`src/rtl/core/homing_cycle_sequencer_macros.svh`:
```
// ----------------------------------------------------------------------------
// homing_cycle_sequencer_macros.svh
// Assertion macros for the homing sequencer; compiled out with ASSERT_OFF.
// ----------------------------------------------------------------------------
`ifndef HOMING_CYCLE_SEQUENCER_MACROS_SVH
`define HOMING_CYCLE_SEQUENCER_MACROS_SVH

`ifndef ASSERT_OFF

// same-cycle implication
`define HCS_ASSERT_NOW(lbl, clk, rst_n, pre, post, msg) \
	lbl: assert property (@(posedge clk) disable iff (!rst_n) (pre) |-> (post)) \
		else $error(msg);

// next-cycle implication
`define HCS_ASSERT_NEXT(lbl, clk, rst_n, pre, post, msg) \
	lbl: assert property (@(posedge clk) disable iff (!rst_n) (pre) |=> (post)) \
		else $error(msg);

`else

`define HCS_ASSERT_NOW(lbl, clk, rst_n, pre, post, msg)

`define HCS_ASSERT_NEXT(lbl, clk, rst_n, pre, post, msg)

`endif

`endif

```
`src/rtl/core/hcs_pkg.sv`:
```
// ----------------------------------------------------------------------------
// hcs_pkg
// Shared types and constants of the homing sequencer.
// ----------------------------------------------------------------------------
package hcs_pkg;

	typedef enum logic [1:0] {
		PH_IDLE  = 2'd0,
		PH_Z     = 2'd1,
		PH_XYC   = 2'd2,
		PH_LEAVE = 2'd3
	} hcs_phase_t;

	typedef enum logic [2:0] {
		REG_HOME_AXES    = 3'd0,
		REG_INVERT_STEP  = 3'd1,
		REG_INVERT_DIR   = 3'd2,
		REG_INVERT_LIMIT = 3'd3,
		REG_PULSE_TICKS  = 3'd4,
		REG_SEEK_PERIOD  = 3'd5,
		REG_FEED_PERIOD  = 3'd6,
		REG_DEBOUNCE     = 3'd7
	} hcs_reg_t;

	localparam int unsigned FIELD_W = 4;	// width of per-axis port fields
	localparam int unsigned Z_AXIS  = 2;

	localparam logic [7:0]  PULSE_RST    = 8'd10;
	localparam logic [15:0] SEEK_RST     = 16'd1000;
	localparam logic [15:0] FEED_RST     = 16'd2000;
	localparam logic [7:0]  DEBOUNCE_RST = 8'd10;
	localparam logic [7:0]  CNT_MAX      = 8'hFF;

	typedef struct packed {
		logic [FIELD_W-1:0] home_axes;
		logic [FIELD_W-1:0] invert_step;
		logic [FIELD_W-1:0] invert_dir;
		logic [FIELD_W-1:0] invert_limit;
		logic [7:0]         pulse_ticks;
		logic [15:0]        seek_period;
		logic [15:0]        feed_period;
		logic [7:0]         debounce_count;
	} hcs_cfg_t;

	typedef struct packed {
		logic [FIELD_W-1:0] step_lines;
		logic [FIELD_W-1:0] dir_lines;
		logic               busy;
		hcs_phase_t         phase;
		logic               done;
	} hcs_res_t;

endpackage

```
`src/rtl/core/hcs_cfg_regs.sv`:
```
// ----------------------------------------------------------------------------
// hcs_cfg_regs
// Configuration register file, written by index over the config channel.
// ----------------------------------------------------------------------------
module hcs_cfg_regs
	import hcs_pkg::*;
(
	input  logic        clk,
	input  logic        arst_n,
	input  logic        wr_en,
	input  logic [2:0]  wr_index,
	input  logic [15:0] wr_data,
	output hcs_cfg_t    cfg
);

	hcs_cfg_t cfg_q;

	always_ff @(posedge clk or negedge arst_n) begin
		if (!arst_n) begin
			cfg_q.home_axes      <= '0;
			cfg_q.invert_step    <= '0;
			cfg_q.invert_dir     <= '0;
			cfg_q.invert_limit   <= '0;
			cfg_q.pulse_ticks    <= PULSE_RST;
			cfg_q.seek_period    <= SEEK_RST;
			cfg_q.feed_period    <= FEED_RST;
			cfg_q.debounce_count <= DEBOUNCE_RST;
		end else if (wr_en) begin
			case (hcs_reg_t'(wr_index))
				REG_HOME_AXES:    cfg_q.home_axes      <= wr_data[FIELD_W-1:0];
				REG_INVERT_STEP:  cfg_q.invert_step    <= wr_data[FIELD_W-1:0];
				REG_INVERT_DIR:   cfg_q.invert_dir     <= wr_data[FIELD_W-1:0];
				REG_INVERT_LIMIT: cfg_q.invert_limit   <= wr_data[FIELD_W-1:0];
				REG_PULSE_TICKS:  cfg_q.pulse_ticks    <= wr_data[7:0];
				REG_SEEK_PERIOD:  cfg_q.seek_period    <= wr_data;
				REG_FEED_PERIOD:  cfg_q.feed_period    <= wr_data;
				REG_DEBOUNCE:     cfg_q.debounce_count <= wr_data[7:0];
				default: ;
			endcase
		end
	end

	assign cfg = cfg_q;

endmodule

```
`src/rtl/core/hcs_axis_lane.sv`:
```
// ----------------------------------------------------------------------------
// hcs_axis_lane
// Debounce counter of one axis; flags the axis as stopped.
// ----------------------------------------------------------------------------
module hcs_axis_lane
	import hcs_pkg::*;
(
	input  logic       clk,
	input  logic       arst_n,
	input  logic       sample,
	input  logic       active,
	input  logic       sense,
	input  logic       clear,
	input  logic [7:0] debounce_count,
	output logic       stop
);

	logic [7:0] cnt_q;
	logic [7:0] cnt_next;

	// low sense = switch active; counter saturates
	always_comb begin
		if (!sense) begin
			cnt_next = (cnt_q == CNT_MAX) ? cnt_q : cnt_q + 8'd1;
		end else begin
			cnt_next = '0;
		end
	end

	assign stop = active && (cnt_next >= debounce_count);

	always_ff @(posedge clk or negedge arst_n) begin
		if (!arst_n) begin
			cnt_q <= '0;
		end else if (clear) begin
			cnt_q <= '0;
		end else if (sample && active) begin
			cnt_q <= cnt_next;
		end
	end

endmodule

```
`src/rtl/core/hcs_seq_core.sv`:
```
// ----------------------------------------------------------------------------
// hcs_seq_core
// Phase, axis and period timer state; one update per transfer.
// ----------------------------------------------------------------------------
module hcs_seq_core
	import hcs_pkg::*;
#(
	parameter int unsigned AXES = 4
) (
	input  logic               clk,
	input  logic               arst_n,
	input  logic               fire,
	input  logic               kind,
	input  logic [FIELD_W-1:0] pins,
	input  hcs_cfg_t           cfg,
	output hcs_res_t           res
);

	localparam int unsigned NB = (AXES < FIELD_W) ? AXES : FIELD_W;
	localparam logic [AXES-1:0] Z_MASK =
		(AXES > Z_AXIS) ? (AXES'(1) << Z_AXIS) : '0;

	hcs_phase_t      phase_q, phase_new;
	logic [AXES-1:0] active_q, active_post, active_new;
	logic [15:0]     timer_q, timer_new;

	logic [AXES-1:0] home_w, inv_step_w, inv_dir_w, inv_lim_w, pins_w;
	logic [AXES-1:0] sense, stop, pulse_mask, dir_w;
	logic            tick, start, sample, end_phase, stepping, clear;
	logic [15:0]     per_sel, per_max, per_eff, pulse_w;
	logic [16:0]     pos_next;
	hcs_phase_t      phase_nxt;

	// map the 4-bit fields onto the axis vector
	always_comb begin
		home_w     = '0;
		inv_step_w = '0;
		inv_dir_w  = '0;
		inv_lim_w  = '0;
		pins_w     = '0;
		home_w[NB-1:0]     = cfg.home_axes[NB-1:0];
		inv_step_w[NB-1:0] = cfg.invert_step[NB-1:0];
		inv_dir_w[NB-1:0]  = cfg.invert_dir[NB-1:0];
		inv_lim_w[NB-1:0]  = cfg.invert_limit[NB-1:0];
		pins_w[NB-1:0]     = pins[NB-1:0];
	end

	assign tick   = fire && !kind;
	assign start  = fire && kind && (phase_q == PH_IDLE);
	assign sample = tick && (phase_q != PH_IDLE) && (timer_q == 16'd0);
	assign sense  = pins_w ^ inv_lim_w ^ ((phase_q == PH_LEAVE) ? '1 : '0);

	for (genvar a = 0; a < AXES; a++) begin : g_lane
		hcs_axis_lane u_lane (
			.clk            (clk),
			.arst_n         (arst_n),
			.sample         (sample),
			.active         (active_q[a]),
			.sense          (sense[a]),
			.clear          (clear),
			.debounce_count (cfg.debounce_count),
			.stop           (stop[a])
		);
	end

	assign active_post = sample ? (active_q & ~stop) : active_q;
	assign end_phase   = sample && (active_post == '0);
	assign stepping    = tick && (phase_q != PH_IDLE) && !end_phase;
	assign clear       = start || end_phase;

	always_comb begin
		case (phase_q)
			PH_Z:     phase_nxt = PH_XYC;
			PH_XYC:   phase_nxt = PH_LEAVE;
			default:  phase_nxt = PH_IDLE;
		endcase
	end

	assign phase_new = start ? PH_Z : (end_phase ? phase_nxt : phase_q);

	// axes loaded on entry to a phase
	always_comb begin
		case (phase_new)
			PH_Z:     active_new = home_w & Z_MASK;
			PH_XYC:   active_new = home_w & ~Z_MASK;
			PH_LEAVE: active_new = home_w;
			default:  active_new = '0;
		endcase
	end

	// period = max(phase period, pulse width, 1)
	assign pulse_w  = {8'd0, cfg.pulse_ticks};
	assign per_sel  = (phase_q == PH_LEAVE) ? cfg.feed_period : cfg.seek_period;
	assign per_max  = (per_sel < pulse_w) ? pulse_w : per_sel;
	assign per_eff  = (per_max == 16'd0) ? 16'd1 : per_max;
	assign pos_next = {1'b0, timer_q} + 17'd1;

	always_comb begin
		if (clear) begin
			timer_new = '0;
		end else if (stepping) begin
			timer_new = (pos_next >= {1'b0, per_eff}) ? 16'd0 : pos_next[15:0];
		end else begin
			timer_new = timer_q;
		end
	end

	assign pulse_mask = (stepping && (timer_q < pulse_w)) ? active_post : '0;
	assign dir_w = ((phase_new == PH_Z) || (phase_new == PH_XYC)) ? '1 : '0;

	always_comb begin
		res            = '0;
		res.step_lines[NB-1:0] = pulse_mask[NB-1:0] ^ inv_step_w[NB-1:0];
		res.dir_lines[NB-1:0]  = dir_w[NB-1:0] ^ inv_dir_w[NB-1:0];
		res.busy       = (phase_new != PH_IDLE);
		res.phase      = phase_new;
		res.done       = end_phase && (phase_q == PH_LEAVE);
	end

	always_ff @(posedge clk or negedge arst_n) begin
		if (!arst_n) begin
			phase_q  <= PH_IDLE;
			active_q <= '0;
			timer_q  <= '0;
		end else if (fire) begin
			phase_q  <= phase_new;
			active_q <= clear ? active_new : active_post;
			timer_q  <= timer_new;
		end
	end

endmodule

```
`src/rtl/core/homing_cycle_sequencer.sv`:
```
// ----------------------------------------------------------------------------
// homing_cycle_sequencer
// Limit-switch homing sequencer: Z approach, X/Y/C approach, back-off.
//
// Input channel (in_valid/in_ready): one transfer per 1 us tick (kind 0) or a
// start request (kind 1, dropped while a sequence runs), with raw limit pins.
// Output channel (out_valid/out_ready): exactly one result per input item:
// step and direction line levels, busy flag, phase and the done strobe.
// Config channel (cfg_valid/cfg_ready): register index and data, always ready;
// write only while no item is in flight.
// Throughput is one item per cycle while the receiver takes results; the whole
// update of phase, axis mask, debounce counters and period timer is one pass
// between the input register and the result register. A result is offered once
// its item has moved on from the input register into the result register.
// When the receiver stalls, the result register holds and the input register
// still takes one more item; in_ready drops only when both are full.
// Reset clears both stages, puts the sequencer in idle with all counters at
// zero and loads the register defaults (pulse 10, seek 1000, feed 2000,
// debounce 10 ticks).
// ----------------------------------------------------------------------------
module homing_cycle_sequencer
	import hcs_pkg::*;
#(
	parameter int unsigned AXES = 4
) (
	input  logic               clk,
	input  logic               arst_n,

	input  logic               in_valid,
	output logic               in_ready,
	input  logic               kind,
	input  logic [FIELD_W-1:0] limit_pins,

	output logic               out_valid,
	input  logic               out_ready,
	output logic [FIELD_W-1:0] step_lines,
	output logic [FIELD_W-1:0] dir_lines,
	output logic               busy_res,
	output logic [1:0]         phase_now,
	output logic               home_done,

	input  logic               cfg_valid,
	output logic               cfg_ready,
	input  logic [2:0]         cfg_index,
	input  logic [15:0]        cfg_data
);

`include "homing_cycle_sequencer_macros.svh"

	hcs_cfg_t           cfg;
	hcs_res_t           res;
	hcs_res_t           res_s2;
	logic               valid_s1, valid_s2;
	logic               kind_s1;
	logic [FIELD_W-1:0] pins_s1;
	logic               advance, fire, in_xfer;

	// config is taken every cycle
	assign cfg_ready = 1'b1;

	hcs_cfg_regs u_cfg (
		.clk      (clk),
		.arst_n   (arst_n),
		.wr_en    (cfg_valid && cfg_ready),
		.wr_index (cfg_index),
		.wr_data  (cfg_data),
		.cfg      (cfg)
	);

	// stage 1 moves on when the result slot is free or being drained
	assign advance  = !valid_s2 || out_ready;
	assign fire     = valid_s1 && advance;
	assign in_ready = !valid_s1 || advance;
	assign in_xfer  = in_valid && in_ready;

	always_ff @(posedge clk or negedge arst_n) begin
		if (!arst_n) begin
			valid_s1 <= 1'b0;
		end else if (in_xfer) begin
			valid_s1 <= 1'b1;
		end else if (fire) begin
			valid_s1 <= 1'b0;
		end
	end

	// input payload register
	always_ff @(posedge clk) begin
		if (in_xfer) begin
			kind_s1 <= kind;
			pins_s1 <= limit_pins;
		end
	end

	hcs_seq_core #(
		.AXES (AXES)
	) u_core (
		.clk    (clk),
		.arst_n (arst_n),
		.fire   (fire),
		.kind   (kind_s1),
		.pins   (pins_s1),
		.cfg    (cfg),
		.res    (res)
	);

	always_ff @(posedge clk or negedge arst_n) begin
		if (!arst_n) begin
			valid_s2 <= 1'b0;
		end else if (fire) begin
			valid_s2 <= 1'b1;
		end else if (out_ready) begin
			valid_s2 <= 1'b0;
		end
	end

	// result register
	always_ff @(posedge clk) begin
		if (fire) begin
			res_s2 <= res;
		end
	end

	assign out_valid  = valid_s2;
	assign step_lines = res_s2.step_lines;
	assign dir_lines  = res_s2.dir_lines;
	assign busy_res   = res_s2.busy;
	assign phase_now  = res_s2.phase;
	assign home_done  = res_s2.done;

	// back-pressure reaches the input only with both stages full and stalled
	`HCS_ASSERT_NOW(a_ready_only_full, clk, arst_n, !in_ready,
		valid_s1 && valid_s2 && !out_ready, "in_ready low without a full stall")

	// an item in stage 1 with a free result slot shows up next cycle
	`HCS_ASSERT_NEXT(a_s1_drains, clk, arst_n, valid_s1 && !valid_s2, out_valid,
		"stage 1 item did not reach the result register")

	// a new result only ever comes from stage 1
	`HCS_ASSERT_NOW(a_result_source, clk, arst_n, $rose(out_valid), $past(valid_s1),
		"result appeared without an item in stage 1")

endmodule
```
`config.mk`:
```
export PLATFORM = sky130hd
export DESIGN_NAME = homing_cycle_sequencer
export DESIGN_NICKNAME = d
export VERILOG_FILES = /design/src/rtl/core/hcs_pkg.sv /design/src/rtl/core/hcs_cfg_regs.sv /design/src/rtl/core/hcs_axis_lane.sv /design/src/rtl/core/hcs_seq_core.sv /design/src/rtl/core/homing_cycle_sequencer.sv
export VERILOG_INCLUDE_DIRS = /design/src /design/src/rtl/core
export SDC_FILE = /design/constraint.sdc
export NUM_CORES = 1
export LEC_CHECK = 0
export BUFFER_PORTS_ARGS = -buffer_cell sky130_fd_sc_hd__buf_4
export CAP_MARGIN = 30
export CORE_UTILIZATION = 40
export CTS_CLUSTER_DIAMETER = 60
export DETAILED_ROUTE_END_ITERATION = 10
export GPL_TIMING_DRIVEN = 0
export PLACE_DENSITY = 0.54
export SETUP_SLACK_MARGIN = 0.02
export SYNTH_ARGS = -nofsm -noshare
export SYNTH_HDL_FRONTEND = slang
export SYNTH_HIERARCHICAL = 1
export SYNTH_SLANG_ARGS = --single-unit
```
`constraint.sdc`:
```
create_clock -name clk -period 4.31 [get_ports clk]
set_input_delay 0.431 -clock clk [delete_from_list [all_inputs] [get_ports clk]]
set_output_delay 0.431 -clock clk [all_outputs]
set_load 0.02 [all_outputs]
```
==> metrics.yaml <==
worst_pin_slew_ns: 0.871
grt_first_pass_wirelength_mm: 35.4
drv_cap: 0
yosys.area.top_type_share_pct: 28.2
ys_async_sr_fraction_pct: 87.6
final_nets: 1050
die_height_um: 154
drive_gt1_share_pct: 27.3
min_to: "pins_s1[2]"
skew_ns: 0.0167
drcViolationCount: 0
worstSetupEndpointType: "flop"
cts_sinks: 137
final_cells: 1244
wl_per_cell_um: 17.5
worst-r2r-setup-slack_ns: 0.22
yosysMostFrequentCell: "dfrtp_1"
synth-seq-area-share_pct: 38.3
period_minus_slack_ns: 4.09
dieArea_mm2: 0.0237
worstSetupPathType: "reg2reg"
synth_area_leaders: "dfrtp_1 (28%), ha_1 (10%), mux2_2 (6.2%)"
power.density_mw_per_mm2: 467
syn_area_mm2: 0.00923
initial_core_util_pct: 40.8
hp-start: "limit_pins[2]"
row_count: 55
r2r_end: "u_core/timer_q[2]"
synth-seq-cells: 137
drt_iter0_markers: 422
synth_fa_ha_area_share_pct: 10.2
num_vias: 6786
finalCritPeriodShare_pct: 94.8
finalHoldViolations: 0
hpwl_mm: 15.8
synth_edf_count: 17
arrival_ns: 4.43
htree_levels: 4
grt_pass1_vias: 6486
numCtsBuffers: 17
synthDominantAreaCellType: "dfrtp_1"
timing.hold.ws_ns: 0.175
antenna_found_initial: 0
min_path_cells: 1
cp.required_ns: 4.65
drtPass1Iterations: 5
p_leak_nw: 4.89
totalWireLength_mm: 21.7
place_area_mm2: 0.00990
io_buffers: 38
rsz0062_at_grt: "false"
post-place-ws_ns: -0.791
area_growth_pct: 16.3
final_core_util_pct: 47.4
hold_class: "in2reg"
die_w_um: 154
synth_mux_area_share_pct: 12.2
cp-start-kind: "flop"
final_area_mm2: 0.0107
gp_congestion: 0.852
placed_cells: 1202
vdd_ir_drop_max_mv: 0.392
finalSetupTns_ns: 0
cts_buffer_depth: 2
yosysUniqueCellTypes: 68
synth-compound-area-share_pct: 14.2
grt_remaining_overflow: 0
ant_nets: 0
insertion_delay_ns: 0.43
synthesis.nets: 982
slew-limit-headroom_pct: 41.9
cts_tree: "done"
synth_ff_type: "dfrtp_1"
clock.fmax_mhz: 245
p_total_mw: 5.01
grt_max_degree: 75
clkTransAtPathRegs_ns: 0.07
r2r_start: "u_core/phase_q[1]"
synthTopCellsByCount: "dfrtp_1 (104), ha_1 (75), nor2_1 (59)"
synth-simple-area-share_pct: 16.5
synth_top_family_by_area: "simple AND/OR/NAND/NOR gates"
viasPerCell: 5.45
drv_slew: 0
status: "completed"
coreArea_mm2: 0.0226
fin_ws_ns: 0.223
worstPathMaxFanout: 11
antenna_cells: 0
setup_viol: 0
ys_warn_count: 6
synth_cells: 878
avgSynthCellArea_um2: 10.5
gr-usage-all-layers_pct: 19.2
rr_worst_depth: 18
ios: 44
synth-xor-area-share_pct: 3.80
cts_root_buf: "clkbuf_16"
sequential cells by signal, summed over array words and instances, names as in the netlist, 2 cells and up:
signal                      cells
u_cfg/cfg                      64
u_core/g_lane.u_lane/cnt_q     32
u_core/timer_q                 16
dir_lines                       4
pins_s1                         4
step_lines                      4
u_core/active_q                 4
phase_now                       2
u_core/phase_q                  2
per-layer routing:
metal  up-vias  global-route usage, %  routed length, um
li1       3370                      -                  -
met1      3311                   28.5              11300
met2        91                   29.2               9680
met3        14                   2.34                485
met4         0                   5.57                232
met5         -                      0                  0
worst max-delay path by stage:
stage                                           startpoint                          endpoint  slack (ns)  cells after the start
after floorplan                          u_core/phase_q[1]                u_core/timer_q[11]        0.04                     17
after global placement                   u_core/phase_q[1]                 u_core/timer_q[2]       -0.77                     17
after detailed placement                 u_core/phase_q[1]                 u_core/timer_q[2]       -0.79                     17
after CTS                                u_core/phase_q[1]  u_core/g_lane[2].u_lane/cnt_q[5]        0.02                     18
after global routing      u_core/g_lane[1].u_lane/cnt_q[0]                u_core/active_q[2]        0.02                     18
final                                    u_core/phase_q[1]                 u_core/timer_q[2]        0.22                     18
cell type report:
class / count / area, um^2
fillers: 2100 / 11900
multi-input cells: 656 / 5400
flip-flops and latches: 137 / 3530
clock buffers: 17 / 425
repair buffers: 52 / 417
well taps: 285 / 357
plain buffers: 25 / 233
inverters: 57 / 214
clock inverters: 15 / 153
repair_timing:
item	4_1_cts	5_1_grt
hold buffers	1	0
resized for setup	13	20
setup buffers	3	9
setup endpoints to repair	63	53
endpoints found under the hold margin	34	0
pin swaps	1	3
critical path: stages (launching register included):
cell and delay [ns]:
dfrtp_1 0.43, ha_4 0.27, mux2_2 0.40, ha_1 0.29, a21o_1 0.16, a21o_1 0.19
a211oi_2 0.25, o21ai_2 0.08, buf_4 0.17, buf_4 0.14, mux2i_1 0.16, ha_1 0.27
nand3_1 0.08, a21boi_0 0.09, o311a_1 0.37, a21oi_4 0.17, clkbuf_8 0.21, o211ai_1 0.11
a21oi_1 0.14
layout by cell type (no fill, tap or decap), types with 9 or more instances in the layout:
master / count
clkbuf_16: 17
nor3_1: 23
buf_6: 13
dfrtp_1: 104
edfxtp_1: 17
mux2_4: 25
a21o_1: 14
nand2b_1: 12
o211ai_1: 11
nand2_1: 35
dfstp_2: 16
nand4_1: 13
o21a_1: 18
mux2_2: 51
and3_1: 17
buf_4: 52
o21ai_0: 31
nor2_1: 59
inv_1: 57
nor4_1: 9
mux2i_1: 16
xor2_1: 14
xnor2_1: 23
nand3_1: 22
ha_1: 72
a32oi_1: 9
a21oi_1: 55
logic make-up after synthesis:
kind of cell               count (synthesis)
and+or+nand+nor                          255
xor gates and xnor gates                  40
other                                      1
adders and majority gates                 75
buffers and inverters                     85
AOI/OAI and AO/OA                        191
muxes                                     94
DFF                                      137
report_power, final:
group          leakage (nW)  total [mW]  internal (mW)  switching, mW
sequential             1.68        1.81           1.58          0.227
combinational          2.94        1.73          0.835          0.900
clock                 0.279        1.47          0.817          0.652
(Power assumes the default switching activity.)
